File: config.mk
export PLATFORM = sky130hd
export DESIGN_NAME = indent_style_detector
export DESIGN_NICKNAME = d
export VERILOG_FILES = /design/src/rtl/core/isd_pkg.sv /design/src/rtl/core/isd_ram.sv /design/src/rtl/core/isd_front.sv /design/src/rtl/core/isd_queue.sv /design/src/rtl/core/isd_back.sv /design/src/rtl/core/indent_style_detector.sv
export VERILOG_INCLUDE_DIRS = /design/src /design/src/rtl/core
export SDC_FILE = /design/constraint.sdc
export NUM_CORES = 2
export LEC_CHECK = 0
export BUFFER_PORTS_ARGS = -buffer_cell sky130_fd_sc_hd__buf_2
export CORE_UTILIZATION = 63
export CTS_CLUSTER_DIAMETER = 60
export CTS_CLUSTER_SIZE = 12
export DETAILED_ROUTE_END_ITERATION = 16
export PLACE_DENSITY = 0.8
export SKIP_LAST_GASP = 1
export SLEW_MARGIN = 20
export SYNTH_ARGS = -nofsm -noshare
export SYNTH_HDL_FRONTEND = slang
export SYNTH_SLANG_ARGS = --single-unit
File: constraint.sdc
create_clock -name aclk -period 7.24 [get_ports aclk]
set_clock_uncertainty 0.15 [all_clocks]
set_input_delay 0.362 -clock aclk [delete_from_list [all_inputs] [get_ports aclk]]
set_output_delay 0.362 -clock aclk [all_outputs]
set_load 0.02 [all_outputs]
File: src/rtl/core/indent_style_detector_assert.svh
// Assertion macros shared by the indent style detector modules.
`ifndef INDENT_STYLE_DETECTOR_ASSERT_SVH
`define INDENT_STYLE_DETECTOR_ASSERT_SVH
`ifndef SYNTHESIS
`define ISD_ASSERT_IMPL(label, clk, rstn, ante, cons) \
    label: assert property (@(posedge clk) disable iff (!rstn) (ante) |-> (cons)) \
        else $error("assertion failed");
`define ISD_ASSERT_NEXT(label, clk, rstn, ante, cons) \
    label: assert property (@(posedge clk) disable iff (!rstn) (ante) |=> (cons)) \
        else $error("assertion failed");
`else
`define ISD_ASSERT_IMPL(label, clk, rstn, ante, cons)
`define ISD_ASSERT_NEXT(label, clk, rstn, ante, cons)
`endif
`endif

File: src/rtl/core/isd_pkg.sv
// Package with shared constants and types of the indent style detector.
package isd_pkg;
    localparam int HistDepth = 54;
    localparam int HistIdxW = $clog2(HistDepth);
    localparam int CntW = 16;
    localparam logic [CntW-1:0] CntMax = '1;
    localparam logic [7:0] TabChar = 8'd9;
    localparam logic [7:0] SpaceChar = 8'd32;
    localparam logic [7:0] StarChar = 8'd42;
    localparam logic [15:0] LimitReset = 16'd5000;
    localparam logic [0:0] RegSkipStar = 1'b0;
    localparam logic [0:0] RegLineLimit = 1'b1;
    localparam logic [1:0] TypeNone = 2'd0;
    localparam logic [1:0] TypeSpaces = 2'd1;
    localparam logic [1:0] TypeTabs = 2'd2;
    localparam int QDepth = 2;

    // Classified line handed from front to back.
    typedef struct packed {
        logic                tab;
        logic                space;
        logic [HistIdxW-1:0] width;
        logic                last;
    } isd_cmd_t;

    function automatic logic [CntW-1:0] sat_inc(input logic [CntW-1:0] v);
        return (v == CntMax) ? v : v + 1'b1;
    endfunction
endpackage

File: src/rtl/core/isd_ram.sv
// Generic single-port-write, single-read RAM with registered read data.
module isd_ram #(
    parameter int Width = 16,
    parameter int Depth = 64
) (
    input  logic                     aclk,
    input  logic                     we,
    input  logic [$clog2(Depth)-1:0] waddr,
    input  logic [Width-1:0]         wdata,
    input  logic [$clog2(Depth)-1:0] raddr,
    output logic [Width-1:0]         rdata
);
    logic [Width-1:0] mem [Depth];

    always_ff @(posedge aclk) begin
        if (we) begin
            mem[waddr] <= wdata;
        end
        rdata <= mem[raddr];
    end
endmodule

File: src/rtl/core/isd_front.sv
// Front end: line limit, skip rules and classification of each line.
module isd_front
    import isd_pkg::*;
(
    input  logic              aclk,
    input  logic              aresetn,
    input  logic              s_valid,
    output logic              s_ready,
    input  logic [11:0]       s_indent_width,
    input  logic [7:0]        s_head_char,
    input  logic [7:0]        s_after_indent_char,
    input  logic              s_last_line,
    input  logic              cfg_valid,
    output logic              cfg_ready,
    input  logic [0:0]        cfg_index,
    input  logic [15:0]       cfg_data,
    output logic              q_push,
    output isd_cmd_t          q_cmd,
    input  logic              q_full
);
    `include "indent_style_detector_assert.svh"

    logic        skip_star_reg;
    logic [15:0] line_limit_reg;
    logic [15:0] lines_seen_reg, lines_seen_next;
    logic        take, tally, skip;

    assign cfg_ready = 1'b1;
    assign s_ready   = !q_full;
    assign take      = s_valid && s_ready;
    assign tally     = lines_seen_reg < line_limit_reg;
    assign skip      = (s_indent_width >= 12'(HistDepth))
                       || (skip_star_reg && s_after_indent_char == StarChar);

    always_comb begin
        q_cmd.tab   = tally && !skip && s_head_char == TabChar;
        q_cmd.space = tally && !skip && s_head_char == SpaceChar;
        q_cmd.width = s_indent_width[HistIdxW-1:0];
        q_cmd.last  = s_last_line;
        lines_seen_next = lines_seen_reg;
        if (take) begin
            if (s_last_line) begin
                lines_seen_next = '0;
            end else if (tally) begin
                lines_seen_next = sat_inc(lines_seen_reg);
            end
        end
    end
    assign q_push = take;

    always_ff @(posedge aclk) begin
        if (!aresetn) begin
            skip_star_reg  <= 1'b0;
            line_limit_reg <= LimitReset;
            lines_seen_reg <= '0;
        end else begin
            lines_seen_reg <= lines_seen_next;
            if (cfg_valid) begin
                if (cfg_index == RegSkipStar) begin
                    skip_star_reg <= cfg_data[0];
                end else begin
                    line_limit_reg <= cfg_data;
                end
            end
        end
    end

    `ISD_ASSERT_IMPL(a_no_double_class, aclk, aresetn, q_push, !(q_cmd.tab && q_cmd.space))
    `ISD_ASSERT_IMPL(a_no_push_full, aclk, aresetn, q_full, !q_push)
    `ISD_ASSERT_NEXT(a_last_clears, aclk, aresetn, q_push && q_cmd.last, lines_seen_reg == '0)
endmodule

File: src/rtl/core/isd_queue.sv
// Short queue of classified lines between front and back.
module isd_queue
    import isd_pkg::*;
(
    input  logic     aclk,
    input  logic     aresetn,
    input  logic     push,
    input  isd_cmd_t push_cmd,
    output logic     full,
    input  logic     pop,
    output logic     not_empty,
    output isd_cmd_t head
);
    `include "indent_style_detector_assert.svh"

    localparam int PtrW = $clog2(QDepth);
    isd_cmd_t         slot_reg [QDepth];
    logic [PtrW-1:0]  wr_reg, rd_reg;
    logic [PtrW:0]    cnt_reg;

    assign full      = cnt_reg == (PtrW+1)'(QDepth);
    assign not_empty = cnt_reg != '0;
    assign head      = slot_reg[rd_reg];

    always_ff @(posedge aclk) begin
        if (push) begin
            slot_reg[wr_reg] <= push_cmd;
        end
    end

    always_ff @(posedge aclk) begin
        if (!aresetn) begin
            wr_reg  <= '0;
            rd_reg  <= '0;
            cnt_reg <= '0;
        end else begin
            if (push) begin
                wr_reg <= (wr_reg == PtrW'(QDepth-1)) ? '0 : wr_reg + 1'b1;
            end
            if (pop) begin
                rd_reg <= (rd_reg == PtrW'(QDepth-1)) ? '0 : rd_reg + 1'b1;
            end
            cnt_reg <= cnt_reg + (PtrW+1)'(push) - (PtrW+1)'(pop);
        end
    end

    `ISD_ASSERT_IMPL(a_no_pop_empty, aclk, aresetn, pop, not_empty)
    `ISD_ASSERT_IMPL(a_cnt_range, aclk, aresetn, 1'b1, cnt_reg <= (PtrW+1)'(QDepth))
    `ISD_ASSERT_IMPL(a_no_push_full_q, aclk, aresetn, full, !push)
endmodule

File: src/rtl/core/isd_back.sv
// Back end: tallies, histogram RAM, end-of-document decision and output.
module isd_back
    import isd_pkg::*;
(
    input  logic        aclk,
    input  logic        aresetn,
    input  logic        q_valid,
    input  isd_cmd_t    q_cmd,
    output logic        q_pop,
    output logic        m_valid,
    input  logic        m_ready,
    output logic [1:0]  m_indent_type,
    output logic [5:0]  m_indent_size
);
    `include "indent_style_detector_assert.svh"

    localparam logic [2:0] StClear = 3'd0;
    localparam logic [2:0] StRun   = 3'd1;
    localparam logic [2:0] StRmw   = 3'd2;
    localparam logic [2:0] StSum   = 3'd3;
    localparam logic [2:0] StPick  = 3'd4;
    localparam logic [2:0] StOut   = 3'd5;

    logic [2:0]          state_reg, state_next;
    logic [CntW-1:0]     tab_reg, space_reg;
    logic [HistIdxW-1:0] addr_reg;    // clear / RMW address
    logic [HistIdxW-1:0] k_reg;       // current divisor
    logic [HistIdxW-1:0] i_reg;       // multiple being read
    logic                rd_pend_reg; // a RAM read is in flight
    logic [21:0]         wsum_reg;
    logic [21:0]         best_reg;
    logic [HistIdxW-1:0] win_reg;
    logic [1:0]          type_reg;
    logic                ram_we;
    logic [HistIdxW-1:0] ram_waddr, ram_raddr;
    logic [CntW-1:0]     ram_wdata, ram_rdata;
    logic [CntW+1:0]     tab4, space4;
    logic [22:0]         best32;
    logic [HistIdxW:0]   i_nx;

    isd_ram #(.Width(CntW), .Depth(HistDepth)) u_hist (
        .aclk  (aclk),
        .we    (ram_we),
        .waddr (ram_waddr),
        .wdata (ram_wdata),
        .raddr (ram_raddr),
        .rdata (ram_rdata)
    );

    assign tab4   = {tab_reg, 2'b00};
    assign space4 = {space_reg, 2'b00};
    assign best32 = ({1'b0, best_reg} + {2'b00, best_reg[21:1]});
    assign i_nx   = {1'b0, i_reg} + {1'b0, k_reg};
    assign q_pop  = (state_reg == StRun) && q_valid;
    // While a divisor is being summed, the next multiple is requested in the
    // same cycle that the current one is added, so one read lands per cycle.
    assign ram_raddr = (state_reg == StRun) ? q_cmd.width
                     : (state_reg == StSum && rd_pend_reg
                        && i_nx < (HistIdxW+1)'(HistDepth)) ? i_nx[HistIdxW-1:0]
                     : i_reg;

    always_comb begin
        ram_we    = 1'b0;
        ram_waddr = addr_reg;
        ram_wdata = '0;
        state_next = state_reg;
        unique case (state_reg)
            StClear: begin
                ram_we = 1'b1;
                if (addr_reg == HistIdxW'(HistDepth-1)) begin
                    state_next = StRun;
                end
            end
            StRun: begin
                if (q_valid) begin
                    if (q_cmd.space) begin
                        state_next = StRmw;
                    end else if (q_cmd.last) begin
                        state_next = StSum;
                    end
                end
            end
            StRmw: begin
                ram_we    = 1'b1;
                ram_wdata = sat_inc(ram_rdata);
                state_next = rd_pend_reg ? StSum : StRun;
            end
            StSum: begin
                if (rd_pend_reg && i_nx >= (HistIdxW+1)'(HistDepth)) begin
                    state_next = StPick;
                end
            end
            StPick: begin
                state_next = (k_reg == HistIdxW'(2)) ? StOut : StSum;
            end
            StOut: begin
                if (m_ready) begin
                    state_next = StClear;
                end
            end
            default: state_next = StClear;
        endcase
    end

    always_ff @(posedge aclk) begin
        if (!aresetn) begin
            state_reg   <= StClear;
            addr_reg    <= '0;
            tab_reg     <= '0;
            space_reg   <= '0;
            rd_pend_reg <= 1'b0;
            k_reg       <= '0;
            i_reg       <= '0;
            wsum_reg    <= '0;
            best_reg    <= '0;
            win_reg     <= '0;
            type_reg    <= TypeNone;
        end else begin
            state_reg <= state_next;
            unique case (state_reg)
                StClear: begin
                    addr_reg  <= addr_reg + 1'b1;
                    tab_reg   <= '0;
                    space_reg <= '0;
                    if (state_next == StRun) begin
                        addr_reg <= '0;
                    end
                end
                StRun: begin
                    rd_pend_reg <= 1'b0;
                    if (q_valid) begin
                        addr_reg <= q_cmd.width;
                        if (q_cmd.tab) begin
                            tab_reg <= sat_inc(tab_reg);
                        end
                        if (q_cmd.space) begin
                            space_reg <= sat_inc(space_reg);
                            rd_pend_reg <= q_cmd.last;
                        end
                        k_reg    <= HistIdxW'(HistDepth-1);
                        i_reg    <= HistIdxW'(HistDepth-1);
                        wsum_reg <= '0;
                        best_reg <= '0;
                        win_reg  <= '0;
                    end
                end
                StRmw: begin
                    rd_pend_reg <= 1'b0;
                    // Tallies include this line now: update the type.
                    if (tab_reg == '0 && space_reg == '0) begin
                        type_reg <= TypeNone;
                    end else if ({2'b00, space_reg} > tab4) begin
                        type_reg <= TypeSpaces;
                    end else if ({2'b00, tab_reg} > space4) begin
                        type_reg <= TypeTabs;
                    end else begin
                        type_reg <= TypeNone;
                    end
                end
                StSum: begin
                    if (!rd_pend_reg) begin
                        // First read of a divisor is issued this cycle.
                        rd_pend_reg <= 1'b1;
                        if (tab_reg == '0 && space_reg == '0) begin
                            type_reg <= TypeNone;
                        end else if ({2'b00, space_reg} > tab4) begin
                            type_reg <= TypeSpaces;
                        end else if ({2'b00, tab_reg} > space4) begin
                            type_reg <= TypeTabs;
                        end else begin
                            type_reg <= TypeNone;
                        end
                    end else begin
                        wsum_reg <= wsum_reg + 22'(ram_rdata);
                        if (i_nx < (HistIdxW+1)'(HistDepth)) begin
                            i_reg <= i_nx[HistIdxW-1:0];
                        end else begin
                            rd_pend_reg <= 1'b0;
                        end
                    end
                end
                StPick: begin
                    if ({1'b0, wsum_reg} > {1'b0, best32[22:1]} + {22'd0, best32[0]} - 23'd0
                        && {1'b0, wsum_reg} > ({1'b0, best_reg} + {2'b00, best_reg[21:1]})) begin
                        best_reg <= wsum_reg;
                        win_reg  <= k_reg;
                    end
                    wsum_reg <= '0;
                    k_reg    <= k_reg - 1'b1;
                    i_reg    <= k_reg - 1'b1;
                end
                StOut: begin
                    if (m_ready) begin
                        addr_reg <= '0;
                    end
                end
                default: begin
                end
            endcase
        end
    end

    assign m_valid       = state_reg == StOut;
    assign m_indent_type = type_reg;
    assign m_indent_size = (type_reg == TypeSpaces) ? 6'(win_reg) : 6'd0;

    `ISD_ASSERT_IMPL(a_out_only_done, aclk, aresetn, m_valid, state_reg == StOut)
    `ISD_ASSERT_IMPL(a_pop_only_run, aclk, aresetn, q_pop, state_reg == StRun)
    `ISD_ASSERT_NEXT(a_out_to_clear, aclk, aresetn, m_valid && m_ready, state_reg == StClear)
endmodule

File: src/rtl/core/indent_style_detector.sv
// Top level of the indent style detector.
// Usage: one input word per text line on the s_ channel (s_valid/s_ready)
// carrying its indent width, first byte, first byte after the blanks and a
// last-line flag. Configuration words (cfg_valid/cfg_ready, cfg_index,
// cfg_data) set star-continuation skipping (index 0) and the line limit
// (index 1); they are taken at any time but are meant to be written idle.
// The front end classifies each line in the cycle it is accepted and pushes
// it into a two-entry queue; the back end tallies it. A space line also
// passes through StRmw (histogram read-modify-write through the histogram
// RAM), during which the next line waits in the queue. On the last line the
// back end walks the divisor sums: for each of the 52 divisors it reads and
// adds the histogram entries at its multiples and compares the sum in StPick,
// then presents one result word on m_ (m_valid/m_ready). A stalled receiver
// holds the result and the back end; the front keeps taking lines until the
// queue fills. After reset and after each result the back end clears all 54
// histogram RAM entries, one entry per cycle, during which lines queue up but
// are not tallied yet.
module indent_style_detector
    import isd_pkg::*;
(
    input  logic        aclk,
    input  logic        aresetn,
    input  logic        s_valid,
    output logic        s_ready,
    input  logic [11:0] s_indent_width,
    input  logic [7:0]  s_head_char,
    input  logic [7:0]  s_after_indent_char,
    input  logic        s_last_line,
    input  logic        cfg_valid,
    output logic        cfg_ready,
    input  logic [0:0]  cfg_index,
    input  logic [15:0] cfg_data,
    output logic        m_valid,
    input  logic        m_ready,
    output logic [1:0]  m_indent_type,
    output logic [5:0]  m_indent_size
);
    logic     q_push, q_full, q_pop, q_ne;
    isd_cmd_t q_in, q_head;

    isd_front u_front (
        .aclk, .aresetn, .s_valid, .s_ready, .s_indent_width, .s_head_char,
        .s_after_indent_char, .s_last_line, .cfg_valid, .cfg_ready,
        .cfg_index, .cfg_data, .q_push, .q_cmd(q_in), .q_full
    );

    isd_queue u_queue (
        .aclk, .aresetn, .push(q_push), .push_cmd(q_in), .full(q_full),
        .pop(q_pop), .not_empty(q_ne), .head(q_head)
    );

    isd_back u_back (
        .aclk, .aresetn, .q_valid(q_ne), .q_cmd(q_head), .q_pop,
        .m_valid, .m_ready, .m_indent_type, .m_indent_size
    );
endmodule
==> flow_summary.json <==
{
  "layout.nets": 4298,
  "die_x_um": 274,
  "hold_depth": 4,
  "total_power_mw": 11.5,
  "rsz0062_at_grt": "false",
  "post-route-period-util_pct": 85.5,
  "syn_area_per_cell_um2": 11.7,
  "grt_pass1_wl_um": 179000,
  "p_sw_mw": 2.37,
  "ff2ff_path_depth": 21,
  "maxSlewHeadroom_pct": 22.1,
  "die_area_um2": 75300,
  "overflow": 0,
  "async_flop_share_pct": 0,
  "drive_gt1_share_pct": 8.17,
  "n_fill_cell": 4810,
  "synth_area_um2": 46700,
  "drt-met1-wl_um": 45400,
  "power_frac_clock_pct": 41.2,
  "synthMostInstantiatedCell": "edfxtp_1",
  "r2r_start": "u_back.best_reg[1]",
  "startpoint": "u_back.best_reg[1]",
  "synth_edf_count": 882,
  "antenna_found_initial": 0,
  "yosysSeqAreaShare_pct": 63.5,
  "endpoint_kind": "flop",
  "dr.pass1.iters": 14,
  "routed-wl-met2_um": 55100,
  "finalCriticalPeriod_ns": 6.19,
  "synthTopCellsByCount": "882 x edfxtp_1, 880 x nand2_1, 231 x nand3_1, 196 x nor2_1, 160 x dfxtp_1",
  "setup_viol": 0,
  "largest_reg_flops": 864,
  "rows": 99,
  "yosys-top-cells-area": "edfxtp_1 57%, nand2_1 7.1%, dfxtp_1 6.9%",
  "vdd.ir_drop.worst_mv": 0.199,
  "synth-main-ff-cell": "edfxtp_1",
  "min_path_type": "primary input to flop",
  "wl_per_cell_um": 22.9,
  "cts.clk_slew.worst_paths_ns": 0.06,
  "io_buffers": 60,
  "route.final.wire_length_um": 117000,
  "cp_cell_sequence": "ha_1 > fa_1 > a211o_1 > a211oi_1 > o311ai_1 > a21oi_2 > o21ai_0 > xnor2_1 > nor4_1 > nand3b_1 > nor4_1 > xor2_1 > ha_1 > a21o_1 > a211oi_1 > o211ai_1 > o311ai_1 > buf_4 > o21a_1 > buf_12 > a22o_1",
  "ant_nets": 0,
  "die_height_um": 274,
  "drt-vias-per-instance": 6.38,
  "hold_viol": 0,
  "clock_latency_ns": 0.69,
  "fin_setup_tns_ns": 0,
  "grt_max_degree": 141,
  "synth_top_area_share_pct": 56.7,
  "gp_congestion": 0.930,
  "diodes": 0,
  "grt_pass1_vias": 31151,
  "ios": 62,
  "cts-root-buf": "clkbuf_16",
  "cts_made_buffers": 99,
  "postCtsSetupRepairBufs": 0,
  "critPathMaxStageDelay_ns": 0.63,
  "htreeDepth": 3,
  "cts.sinks": 1042,
  "arrival_ns": 6.61,
  "worst_slew_pin_slew_ns": 1.17,
  "cts-resized-gates": 0,
  "hold_ws_ns": 0.0241,
  "switching_share_pct": 20.6,
  "slew_violations": 0,
  "ys_seq_elements": 1042,
  "vias": 32580,
  "core_area_um2": 73200,
  "yosysTopAreaCell": "edfxtp_1",
  "power_frac_comb_pct": 2.2,
  "violations": "design-rule violations",
  "cts_tree": "built",
  "status": "complete, but fails checks",
  "path_max_fanout": 16,
  "syn_to_final_growth_pct": 10.4,
  "synthCells": 4009,
  "grt_use_total_pct": 31.2,
  "clockBufferDepth": 3,
  "top_layer_used": "met4",
  "synth_nets": 4208,
  "critPathKind": "flop to flop",
  "start_util_pct": 63.9,
  "hpwl_um": 69700,
  "holdCritStartpoint": "cfg_valid",
  "drtIter0Drc": 4091,
  "yosysUniqueCellTypes": 80,
  "crit_required_ns": 7.66,
  "fmax_ghz": 0.162,
  "power.density_nw_per_um2": 223,
  "drv_cap": 0,
  "start_kind": "flop",
  "wl_met3_um": 11700,
  "p_int_mw": 9.15,
  "drc": 2,
  "cp_slowest_cell": "nor4_1",
  "p_leak_nw": 18.4,
  "pwr-share-seq_pct": 56.6,
  "yosysWarnings": 0
}
## cell families after synthesis
logic type               count (synthesis)  synth area share, %
buffers and inverters                  300                 2.83
adder cells (fa/ha/maj)                148                 4.01
AO/OA/AOI/OAI                          615                 9.10
multiplexers                            90                 1.94
flip-flops                            1042                 63.5
XOR/XNOR                               113                 2.12
AND/OR/NAND/NOR                       1700                 16.5
other                                    1              0.00802
## power by group through the flow
stage	registers [mW]	clock network, mW	logic (mW)
6_report	6.53	4.74	0.255
5_1_grt	6.53	5.00	0.273
4_1_cts	6.52	4.78	0.248
3_5_place_dp	6.65	0	0.234
3_3_place_gp	6.65	0	0.228
2_1_floorplan	6.63	0	0.147
## final timing paths
check,to,slack (ns)
worst max-delay path,u_back.best_reg[2],1.05
worst min-delay path,u_front.skip_star_reg,0.02
worst max register to register,u_back.best_reg[2],1.05
worst min register to register,u_back.win_reg[5],0.32
## per-layer routing
metal  GRT usage (%)  vias up
met1            42.7    15721
met3            5.11      293
met4            12.9        0
met5               0        -
met2            50.0     1742
li1                -    14824
## metrics by stage
| step | setup WS [ns] | cells | instance area (um^2) | util (%) |
|---|---|---|---|---|
| 4_1_cts | 1.09 | 5105 | 51600 | 70.4 |
| 3_3_place_gp | 1.18 | 4927 | 48400 | 66.1 |
| 6_report | 1.05 | 5107 | 51600 | 70.5 |
| 2_1_floorplan | 1.72 | 4009 | 46700 | - |
| 5_1_grt | 0.704 | 5107 | 51600 | 70.5 |
| 3_5_place_dp | 1.14 | 4927 | 48400 | 66.1 |
## worst max-delay path: cells and delay by family (launching register included)
family | cells | cell delay [ns]
and+or+nand+nor | 3 | 1.23
xor gates and xnor gates | 2 | 0.43
AOI/OAI and AO/OA | 11 | 2.62
buffers and inverters | 2 | 0.41
DFF | 1 | 0.36
adders and majority gates | 3 | 0.93
## placed cells by master (no fill, tap or decap), drive strengths merged, types with 15 or more instances in the layout
master         n
edfxtp       882
nand2        880
nand3        231
nor2         197
buf          167
dfxtp        160
ha           145
clkbuf       137
o21ai        117
and3         109
inv           96
mux2i         84
a21oi         82
xnor2         72
a31oi         68
nor3          54
nor2b         49
a21o          43
a211oi        43
xor2          41
a311oi        40
nor4          39
a22oi         34
nand4         32
and2          30
a22o          28
dlygate4sd3   28
o21a          28
nor3b         18
a32oi         17
a221oi        17
a21boi        17
or3           15
## cell type report
cell class                      instances  area, um^2  area share [%]
Inverter                               93         349           0.677
Timing Repair Buffer                  196        1490            2.89
Clock inverter                         14         233           0.451
Multi-Input combinational cell       2667       16000            31.0
Sequential cell                      1042       29700            57.6
Tap cell                              959        1200            2.33
Clock buffer                          136        2640            5.11
## repair_timing
action / 4_1_cts / 5_1_grt
hold buffers: 28 / 0
hold endpoints to repair: 37 / 0
setup endpoints to repair: 0 / 0
Note: power is estimated with default switching activity, not from simulation.
